File: src/rtl/core/fridge_thermostat_controller_macros.svh
// Assertion macros for the fridge thermostat controller.
// Expects clk_i and rst_ni in the scope of use.
`ifndef FRIDGE_THERMOSTAT_CONTROLLER_MACROS_SVH
`define FRIDGE_THERMOSTAT_CONTROLLER_MACROS_SVH

// Same-cycle implication.
`define FTC_ASSERT_IMP(lbl, ante, cons, msg) \
  lbl: assert property (@(posedge clk_i) disable iff (!rst_ni) (ante) |-> (cons)) \
    else $error(msg);

// Next-cycle implication.
`define FTC_ASSERT_NXT(lbl, ante, cons, msg) \
  lbl: assert property (@(posedge clk_i) disable iff (!rst_ni) (ante) |=> (cons)) \
    else $error(msg);

`endif

File: src/rtl/core/ftc_pkg.sv
// Types and constants for the fridge thermostat controller.
// No dependencies.
package ftc_pkg;

  localparam int unsigned TempW = 12;
  localparam int unsigned CmpW  = 15;  // doubled band edges and margins

  typedef enum logic [1:0] {
    FUNC_TICK   = 2'd0,
    FUNC_SAMPLE = 2'd1,
    FUNC_CMD    = 2'd2
  } func_e;

  typedef enum logic [2:0] {
    CMD_TOGGLE_COMP  = 3'd0,
    CMD_TOGGLE_FAN   = 3'd1,
    CMD_TOGGLE_LIGHT = 3'd2,
    CMD_KILL_ON      = 3'd3,
    CMD_KILL_OFF     = 3'd4
  } cmd_e;

  typedef enum logic [1:0] {
    CAUSE_NONE     = 2'd0,
    CAUSE_OVERHEAT = 2'd1,
    CAUSE_ONTIME   = 2'd2
  } cause_e;

  typedef enum logic [2:0] {
    CFG_TARGET_TEMP    = 3'd0,
    CFG_TEMP_BAND      = 3'd1,
    CFG_FAN_MARGIN     = 3'd2,
    CFG_OVERHEAT_LIMIT = 3'd3,
    CFG_MAX_ON_MINUTES = 3'd4,
    CFG_FAN_PERIOD_S   = 3'd5,
    CFG_FAN_PULSE_S    = 3'd6,
    CFG_FAN_RUNON_S    = 3'd7
  } cfg_idx_e;

  localparam logic [5:0] SecPerMin = 6'd60;
  localparam logic [6:0] MinSat    = 7'd127;

  typedef struct packed {
    logic        [1:0]       func;
    logic signed [TempW-1:0] cabinet_temp;
    logic                    cabinet_valid;
    logic signed [TempW-1:0] compressor_temp;
    logic        [2:0]       command;
  } ftc_in_t;

  typedef struct packed {
    logic       compressor_relay;
    logic       fan_relay;
    logic       light_relay;
    logic       kill_active;
    logic       cooling_active;
    logic [1:0] kill_cause;
  } ftc_out_t;

  typedef struct packed {
    logic signed [TempW-1:0] target_temp;
    logic        [9:0]       temp_band;
    logic        [7:0]       fan_margin;
    logic signed [TempW-1:0] overheat_limit;
    logic        [6:0]       max_on_minutes;
    logic        [11:0]      fan_period_s;
    logic        [7:0]       fan_pulse_s;
    logic        [7:0]       fan_runon_s;
  } ftc_cfg_t;

  localparam ftc_cfg_t CfgReset = '{
    target_temp:    12'sd120,
    temp_band:      10'd48,
    fan_margin:     8'd6,
    overheat_limit: 12'sd800,
    max_on_minutes: 7'd60,
    fan_period_s:   12'd300,
    fan_pulse_s:    8'd20,
    fan_runon_s:    8'd60
  };

  typedef struct packed {
    logic        compressor_on;
    logic        fan_on;
    logic        light_on;
    logic        killed;
    logic        cooling;
    logic [11:0] period_count;
    logic [7:0]  pulse_left;
    logic [7:0]  runon_left;
    logic [5:0]  on_seconds;
    logic [6:0]  on_minutes;
  } ftc_state_t;

endpackage

File: src/rtl/core/ftc_step.sv
// Next-state and result logic for one item of the thermostat controller.
// Depends on ftc_pkg.
module ftc_step import ftc_pkg::*; (
  input  ftc_cfg_t   cfg_i,
  input  ftc_state_t st_i,
  input  ftc_in_t    item_i,
  output ftc_state_t st_o,
  output ftc_out_t   res_o
);

  logic signed [CmpW-1:0] t2, tgt2, band, margin2, low2, high2, fan2;
  logic [7:0] pulse_len, runon_len;

  assign pulse_len = (cfg_i.fan_pulse_s == 8'd0) ? 8'd1 : cfg_i.fan_pulse_s;
  assign runon_len = (cfg_i.fan_runon_s == 8'd0) ? 8'd1 : cfg_i.fan_runon_s;

  // Half-band edges compared at twice the scale to stay exact.
  assign t2      = {{2{item_i.cabinet_temp[TempW-1]}}, item_i.cabinet_temp, 1'b0};
  assign tgt2    = {{2{cfg_i.target_temp[TempW-1]}}, cfg_i.target_temp, 1'b0};
  assign band    = {5'd0, cfg_i.temp_band};
  assign margin2 = {6'd0, cfg_i.fan_margin, 1'b0};
  assign low2    = tgt2 - band;
  assign high2   = tgt2 + band;
  assign fan2    = high2 - margin2;

  always_comb begin
    ftc_state_t s;
    logic [1:0] cause;
    s     = st_i;
    cause = CAUSE_NONE;
    case (item_i.func)
      FUNC_TICK: begin
        if (s.compressor_on) begin
          s.on_seconds = s.on_seconds + 6'd1;
          if (s.on_seconds >= SecPerMin) begin
            s.on_seconds = 6'd0;
            if (s.on_minutes < MinSat) s.on_minutes = s.on_minutes + 7'd1;
          end
          if (s.on_minutes > cfg_i.max_on_minutes) begin
            // compressor was on, so the on-time counters clear
            s.compressor_on = 1'b0;
            s.on_seconds    = 6'd0;
            s.on_minutes    = 7'd0;
            s.fan_on        = 1'b0;
            s.light_on      = 1'b0;
            s.killed        = 1'b1;
            cause           = CAUSE_ONTIME;
          end
        end
        if (s.runon_left != 8'd0) begin
          s.runon_left = s.runon_left - 8'd1;
          if (s.runon_left == 8'd0 && !s.cooling) s.fan_on = 1'b0;
        end
        if (s.pulse_left != 8'd0) begin
          s.pulse_left = s.pulse_left - 8'd1;
          if (s.pulse_left == 8'd0 && !s.cooling) s.fan_on = 1'b0;
        end
        s.period_count = s.period_count + 12'd1;
        if (s.period_count >= cfg_i.fan_period_s) begin
          s.period_count = 12'd0;
          if (!s.killed && !s.cooling) begin
            s.fan_on     = 1'b1;
            s.pulse_left = pulse_len;
          end
        end
      end
      FUNC_SAMPLE: begin
        if (item_i.compressor_temp > cfg_i.overheat_limit) begin
          if (s.compressor_on) begin
            s.on_seconds = 6'd0;
            s.on_minutes = 7'd0;
          end
          s.compressor_on = 1'b0;
          s.fan_on        = 1'b0;
          s.light_on      = 1'b0;
          s.killed        = 1'b1;
          cause           = CAUSE_OVERHEAT;
        end
        if (!s.killed) begin
          if (!item_i.cabinet_valid) begin
            if (s.compressor_on) begin
              s.on_seconds = 6'd0;
              s.on_minutes = 7'd0;
            end
            s.compressor_on = 1'b0;
            s.fan_on        = 1'b0;
            s.cooling       = 1'b0;
          end else begin
            if (t2 < low2) begin
              if (s.compressor_on) begin
                s.on_seconds = 6'd0;
                s.on_minutes = 7'd0;
              end
              s.compressor_on = 1'b0;
              s.runon_left    = runon_len;
              s.cooling       = 1'b0;
            end else if (t2 > high2) begin
              if (!s.compressor_on) begin
                s.on_seconds = 6'd0;
                s.on_minutes = 7'd0;
              end
              s.compressor_on = 1'b1;
              s.cooling       = 1'b1;
              s.fan_on        = 1'b1;
            end
            if (t2 > fan2) begin
              s.fan_on  = 1'b1;
              s.cooling = 1'b1;
            end
          end
        end
      end
      FUNC_CMD: begin
        case (item_i.command)
          CMD_TOGGLE_COMP: begin
            s.compressor_on = ~s.compressor_on;
            s.on_seconds    = 6'd0;
            s.on_minutes    = 7'd0;
          end
          CMD_TOGGLE_FAN:   s.fan_on   = ~s.fan_on;
          CMD_TOGGLE_LIGHT: s.light_on = ~s.light_on;
          CMD_KILL_ON: begin
            if (s.compressor_on) begin
              s.on_seconds = 6'd0;
              s.on_minutes = 7'd0;
            end
            s.compressor_on = 1'b0;
            s.fan_on        = 1'b0;
            s.light_on      = 1'b0;
            s.killed        = 1'b1;
          end
          CMD_KILL_OFF: s.killed = 1'b0;
          default: ;
        endcase
      end
      default: ;
    endcase
    st_o                   = s;
    res_o.compressor_relay = s.compressor_on;
    res_o.fan_relay        = s.fan_on;
    res_o.light_relay      = s.light_on;
    res_o.kill_active      = s.killed;
    res_o.cooling_active   = s.cooling;
    res_o.kill_cause       = cause;
  end

endmodule

File: src/rtl/core/fridge_thermostat_controller.sv
// Fridge thermostat controller: an accepted input is held in the input register, then
// the state update writes the result register, which raises result valid. Throughput
// one item per cycle while the receiver does not stall the output; the single
// state update between the two registers sets that figure.
// Reset: the relay, kill, cooling and timer state clears; configuration registers take
// their default values. Depends on ftc_pkg, ftc_step and the macros header.
`include "fridge_thermostat_controller_macros.svh"

module fridge_thermostat_controller import ftc_pkg::*; (
  input  logic        clk_i,
  input  logic        rst_ni,
  input  logic        cfg_we_i,
  input  logic [2:0]  cfg_idx_i,
  input  logic [11:0] cfg_wdata_i,
  input  logic        in_valid_i,
  output logic        in_ready_o,
  input  ftc_in_t     in_data_i,
  output logic        out_valid_o,
  input  logic        out_ready_i,
  output ftc_out_t    out_data_o
);

  ftc_cfg_t   cfg_q;
  ftc_state_t st_q, st_d;
  ftc_in_t    in_q;
  logic       in_v_q;
  ftc_out_t   out_q, res;
  logic       out_v_q;
  logic       adv;

  assign adv        = in_v_q && (!out_v_q || out_ready_i);
  assign in_ready_o = !in_v_q || adv;

  always_ff @(posedge clk_i or negedge rst_ni) begin
    if (!rst_ni) begin
      cfg_q <= CfgReset;
    end else if (cfg_we_i) begin
      case (cfg_idx_i)
        CFG_TARGET_TEMP:    cfg_q.target_temp    <= cfg_wdata_i;
        CFG_TEMP_BAND:      cfg_q.temp_band      <= cfg_wdata_i[9:0];
        CFG_FAN_MARGIN:     cfg_q.fan_margin     <= cfg_wdata_i[7:0];
        CFG_OVERHEAT_LIMIT: cfg_q.overheat_limit <= cfg_wdata_i;
        CFG_MAX_ON_MINUTES: cfg_q.max_on_minutes <= cfg_wdata_i[6:0];
        CFG_FAN_PERIOD_S:   cfg_q.fan_period_s   <= cfg_wdata_i;
        CFG_FAN_PULSE_S:    cfg_q.fan_pulse_s    <= cfg_wdata_i[7:0];
        CFG_FAN_RUNON_S:    cfg_q.fan_runon_s    <= cfg_wdata_i[7:0];
        default: ;
      endcase
    end
  end

  ftc_step u_step (
    .cfg_i  (cfg_q),
    .st_i   (st_q),
    .item_i (in_q),
    .st_o   (st_d),
    .res_o  (res)
  );

  always_ff @(posedge clk_i or negedge rst_ni) begin
    if (!rst_ni) begin
      in_v_q  <= 1'b0;
      out_v_q <= 1'b0;
      st_q    <= '0;
    end else begin
      if (in_ready_o) in_v_q <= in_valid_i;
      if (adv) begin
        out_v_q <= 1'b1;
        st_q    <= st_d;
      end else if (out_ready_i) begin
        out_v_q <= 1'b0;
      end
    end
  end

  // payload registers, no reset
  always_ff @(posedge clk_i) begin
    if (in_valid_i && in_ready_o) in_q <= in_data_i;
    if (adv) out_q <= res;
  end

  assign out_valid_o = out_v_q;
  assign out_data_o  = out_q;

  `FTC_ASSERT_IMP(a_cause_kills, out_v_q && out_q.kill_cause != CAUSE_NONE,
                  out_q.kill_active && !out_q.compressor_relay && !out_q.fan_relay &&
                  !out_q.light_relay, "kill cause without kill state")
  `FTC_ASSERT_NXT(a_state_holds, !adv, $stable(st_q), "state changed without an item")
  `FTC_ASSERT_IMP(a_sec_range, 1'b1, st_q.on_seconds < SecPerMin, "on_seconds out of range")
  `FTC_ASSERT_IMP(a_no_overrun, out_v_q && !out_ready_i, !adv, "result overwritten while stalled")

endmodule

File: config.mk
export PLATFORM = sky130hd
export DESIGN_NAME = fridge_thermostat_controller
export DESIGN_NICKNAME = d
export VERILOG_FILES = /design/src/rtl/core/ftc_pkg.sv /design/src/rtl/core/ftc_step.sv /design/src/rtl/core/fridge_thermostat_controller.sv
export VERILOG_INCLUDE_DIRS = /design/src /design/src/rtl/core
export SDC_FILE = /design/constraint.sdc
export NUM_CORES = 1
export LEC_CHECK = 0
export ABC_AREA = 1
export BUFFER_PORTS_ARGS = -buffer_cell sky130_fd_sc_hd__buf_2
export CORE_AREA = 3 3 141 143
export CTS_CLUSTER_DIAMETER = 80
export DETAILED_ROUTE_END_ITERATION = 12
export DIE_AREA = 0 0 144 146
export GPL_TIMING_DRIVEN = 1
export PLACE_DENSITY = 0.82
export SLEW_MARGIN = 10
export SYNTH_ARGS = -nofsm -noshare
export SYNTH_HDL_FRONTEND = slang
export SYNTH_HIERARCHICAL = 1
export SYNTH_SLANG_ARGS = --single-unit
File: constraint.sdc
create_clock -name clk_i -period 7.7 [get_ports clk_i]
set_clock_uncertainty 0.1 [all_clocks]
set_input_delay 0.385 -clock clk_i [delete_from_list [all_inputs] [get_ports clk_i]]
set_output_delay 0.385 -clock clk_i [all_outputs]
set_load 0.01 [all_outputs]
# Word-level counts from Yosys, hierarchy flattened
# Index checks and enable logic that the tools add are counted.
[totals]
register_bits = 162
in_bits = 50
output_inout_bits = 9
elab_cells = 162
[classes]
n_addsub = 8
order_cmp = 8
eq_ne = 19
n_mux = 59
n_bitwise = 3
n_reduce_logical = 34
[op_table]
columns = ["cell", "count"]
rows = [
  ["13-bit 2-to-1 mux", 12],
  ["8-bit 2-to-1 mux", 7],
  ["13-bit one-hot mux with 3 select lines", 1],
  ["8-bit logical NOT", 4],
  ["13-bit one-hot mux with 2 select lines", 1],
  ["21-bit 2-to-1 mux", 1],
  ["20-bit 2-to-1 mux", 1],
  ["4-bit 2-to-1 mux", 5],
  ["1-bit 2-to-1 mux", 18],
  ["2-bit AND reduction", 9],
  ["8-bit one-hot mux with 2 select lines", 1],
  ["8-bit nonzero test", 2],
  ["8-bit by 1-bit subtractor with 8-bit output, second input constant", 2],
  ["3-bit equality test, second input constant", 5],
  ["13-bit by 15-bit greater-than comparator with 1-bit output", 1],
  ["14-bit by 10-bit subtractor with 15-bit output", 1],
  ["13-bit by 11-bit adder with 14-bit output", 1],
  ["13-bit by 14-bit greater-than comparator with 1-bit output", 1],
  ["13-bit by 14-bit less-than comparator with 1-bit output", 1],
  ["13-bit by 11-bit subtractor with 14-bit output", 1],
  ["12-bit by 1-bit adder with 12-bit output, second input constant", 1],
  ["3-bit by 2-bit equality test with 1-bit output, second input constant", 4],
  ["12-bit greater-or-equal comparator", 1],
  ["12-bit greater-than comparator", 1],
  ["26 further kinds", 49],
]

# Depth between registers and ports, before layout
[depth]
ltp_word = 16
depth_mapped = 33
mapped_depth_nobuf = 32

# Cells and area by module
# Netlist, hierarchy kept.
[by_module_without_submodules]
columns = ["module", "n_inst", "cells_per_inst", "area_per_inst_um2"]
rows = [
  ["fridge_thermostat_controller", 1, 601, 6073.3],
  ["ftc_step", 1, 1048, 5962.0],
]

# Worst setup path before layout
# Ideal clock, no wire load.
[synth_timing]
path_kind = "reg-to-reg"
start = "register cfg_q[56] (netlist bit)"
end = "register st_q[41] (netlist bit)"
t_arrival_ps = 4200
t_required_ps = 7483
setup_slack_ps = 3284
path_stages_with_launch = 34
n_path_buf = 1
synth_period_minus_slack_ps = 4416
path_cell_list = "dfrtp_1 -> ha_1 -> inv_1 -> fa_1 -> inv_1 -> nand2_1 -> nand2_1 -> inv_1 -> ha_1 -> a21oi_1 -> o21ai_0 -> a21oi_1 -> o21bai_1 -> nand2_1 -> nand2_1 -> a21oi_1 -> o21ai_0 -> nor2_1 -> nand2_1 -> o21ai_0 -> inv_1 -> ha_1 -> nand2_1 -> nor4_1 -> o21ai_0 -> o2111ai_1 -> a21oi_1 -> o21ai_0 -> o211ai_1 -> nand4_1 -> nand2_1 -> buf_4 -> nand3_1 -> nand2_1"
[synth_lines]
columns = ["item", "line", "rtl"]
rows = [
  ["start, declared", "fridge_thermostat_controller.sv:23", "ftc_cfg_t cfg_q;"],
  ["start signal, assigned", "fridge_thermostat_controller.sv:36", "cfg_q <= CfgReset;"],
  ["end signal, assigned", "fridge_thermostat_controller.sv:69", "st_q <= st_d;"],
  ["end, declared", "fridge_thermostat_controller.sv:24", "ftc_state_t st_q, st_d;"],
]

==> flow_metrics.tcl <==
set metrics [dict create \
    nets 1828 \
    drc 0 \
    end_kind "flip-flop" \
    pwr-share-clk 0.200 \
    startpoint "cfg_q[56]" \
    p_sw_frac 0.456 \
    holdPathEnd "in_q[10]" \
    pin_count 59 \
    grt_use_total 0.293 \
    vdd_drop_max_mv 0.184 \
    ctsHtreeMaxLevel 4 \
    p_int_w 0.00234 \
    grt_pass1_wl_mm 50.4 \
    slew_violations 0 \
    total_switching_power_w 0.00196 \
    final-setup-viol-count 0 \
    worstPathArrival_ns 5.76 \
    required_ns 7.92 \
    syn_area_um2 12000 \
    critPathLaunchType "flip-flop" \
    share_seq_of_total_power 0.305 \
    clock-sinks 162 \
    synth_edf_count 37 \
    synth_area_leaders "dfrtp_1 21%, nand2_1 16%, ha_1 11%, edfxtp_1 9.2%, inv_1 6.7%" \
    p_total_w 0.00430 \
    avgViaCountPerCell 5.76 \
    ys.flop_type "dfrtp_1" \
    die_w_um 144 \
    synthArstFlopShare 0.772 \
    yosysTopAreaCell "dfrtp_1" \
    tritoncts "yes" \
    cts_resized 0 \
    ant_nets 0 \
    wire_per_inst_um 15.8 \
    synth.avg_cell_area_um2 7.30 \
    drive_gt1_frac 0.105 \
    critPathMaxFanout 14 \
    tns_ns 0 \
    synth-seq-area-share 0.355 \
    hpwl_mm 21.2 \
    hp-class "input pin to flip-flop" \
    syn_inst 1649 \
    relSlewSlack 0.382 \
    synth.distinct_cells 55 \
    path_common_cell "nand2_1" \
    power_density_nw_per_um2 333 \
    rsz0062_at_grt "false" \
    crit_type "flip-flop to flip-flop" \
    grt_max_degree 72 \
    diodes 0 \
    grt_overflow 0 \
    postCtsSetupBuffers 0 \
    first_global_vias 10300 \
    combinationalPowerShare 0.495 \
    finalHoldViolCount 0 \
    r2r_setup_slack_ns 2.16 \
    grt_antenna_before_repair 0 \
    insertion_delay_ns 0.44 \
    max_cap_viol_count 0 \
    clk_pin_slew_ns 0.07 \
    hold_depth 1 \
    crit-reg2reg-launch "cfg_q[56]" \
    min_period_over_period 0.720 \
    clock_path_buffers 2 \
    tightestPinTransition_ns 0.926 \
    cpPeakStageDelay_ns 0.62 \
    reg2reg_to "st_q[6]" \
    syn2layout_area_growth_pct 7.40 \
    initial_core_util 0.643 \
    ys_seq_elements 162 \
    reg2reg_depth 32 \
    syn_nets 1802 \
    core_area_um2 18700 \
    crit_slowest_cell "a21oi_2" \
    place_area_um2 12300 \
    drt-pass1-iter-count 6 \
    status "completed" \
    rows 50 \
    cts_buffers 17 \
    drtIter0Drc 1086 \
    hp-start "in_data_i[10]" \
    synth_top_area_share 0.208 \
    vias 11100 \
    fmax_mhz 180 \
    routed_wl_mm 30.3 \
    design_area_um2 12900 \
    io_buffers 58 \
    chipHeight_um 146 \
    cts_root_buffer "clkbuf_16" \
    period_needed_ns 5.54 \
    leakagePower_nw 6.81 \
    gp_congestion 0.925 \
    ys.warnings.count 6 \
    dieArea_um2 21000 \
]
registers in the layout, summed over array words and instances (netlist names):
signal,cells
in_v_q,1
st_q,46
out_valid_o,1
out_data_o,7
cfg_q,77
in_q,30
critical path, delay by kind of cell (launching register included):
kind	cells	cell delay (ns)
AOI/OAI and AO/OA	9	1.79
and+or+nand+nor	18	1.75
adders and majority gates	2	0.69
buffers and inverters	2	0.55
DFF	1	0.38
xor gates and xnor gates	1	0.17
layer usage:
metal	GRT usage	routed length [um]
met1	0.419	13500
met2	0.469	14200
met3	0.0348	1960
met4	0.0885	730
met5	0	0
power by group through the flow:
stage,Sequential [W],Combinational [W],Clock [W]
CTS,0.00131,0.00209,0.000873
finish,0.00131,0.00213,0.000860
global route,0.00134,0.00241,0.000906
detailed placement,0.00131,0.00206,0
floorplan,0.00124,0.00167,0
global placement,0.00131,0.00196,0
final cells by class:
type | count | area, um^2
multi-input cells | 1204 | 6580
fillers | 1502 | 5780
flip-flops and latches | 162 | 4270
inverters | 223 | 837
clock buffers | 18 | 429
repair buffers | 67 | 363
well taps | 234 | 293
clock inverters | 14 | 156
synth_stat cells (2+ instances only):
cell,number
edfxtp_1,37
nand2_2,8
o21ai_0,81
clkbuf_8,5
ha_1,101
nor4_1,9
nand2_1,515
nand4_1,17
a21oi_2,15
o32ai_1,4
inv_2,8
o21bai_1,4
a21o_1,4
a2111oi_0,7
a21oi_1,66
o221ai_1,3
fa_1,2
nor2_1,98
xor2_1,49
o2111ai_1,2
nor2_2,9
xnor2_1,2
clkbuf_1,19
o22ai_1,6
dfstp_2,25
o211ai_1,9
nand3_1,147
buf_2,27
dfrtp_1,100
buf_4,6
o21a_1,2
nor3_1,17
nand3_2,7
nor2_4,4
inv_1,214
metrics by stage:
step	worst slack [ns]	instances	util	hold slack [ns]
2_1_floorplan	3.28	1649	-	-0.0106
3_3_place_gp	2.61	1889	0.659	0.353
3_5_place_dp	2.31	1889	0.659	0.354
4_1_cts	2.30	1922	0.691	0.00641
5_1_grt	1.71	1922	0.691	0.00346
6_report	2.16	1922	0.691	0.0152
repair_timing:
action | 4_1_cts | 5_1_grt
setup endpoints to repair | 0 | 0
hold endpoints to repair | 39 | 0
hold buffers | 1 | 0
how the worst max path moves through the flow:
stage / endpoint / slack, ns
after global placement: st_q[0] / 2.61
after CTS: st_q[6] / 2.30
final: st_q[6] / 2.16
after detailed placement: st_q[6] / 2.31
after floorplan: st_q[41] / 3.28
after global routing: st_q[3] / 1.71
cells in the final DEF, fill, tap and decap left out, types with 9 or more instances in the layout:
cell / count
a21oi_1: 66
a21oi_2: 15
buf_2: 57
buf_4: 9
clkbuf_16: 17
dfrtp_1: 100
dfstp_2: 25
edfxtp_1: 37
ha_1: 101
inv_1: 214
nand2_1: 515
nand3_1: 147
nand4_1: 17
nor2_1: 98
nor2_2: 9
nor3_1: 17
nor4_1: 9
o211ai_1: 9
o21ai_0: 81
xor2_1: 49
kinds of logic (layout without fill, tap and decap cells):
logic type	Yosys count	after routing	synth area share
simple gates	837	837	0.295
buf+inv	283	322	0.0987
compound gates	213	213	0.106
flops	162	162	0.355
fa+ha+maj	103	103	0.108
xor+xnor	51	51	0.0371
Note: power is estimated with default switching activity, not from simulation.
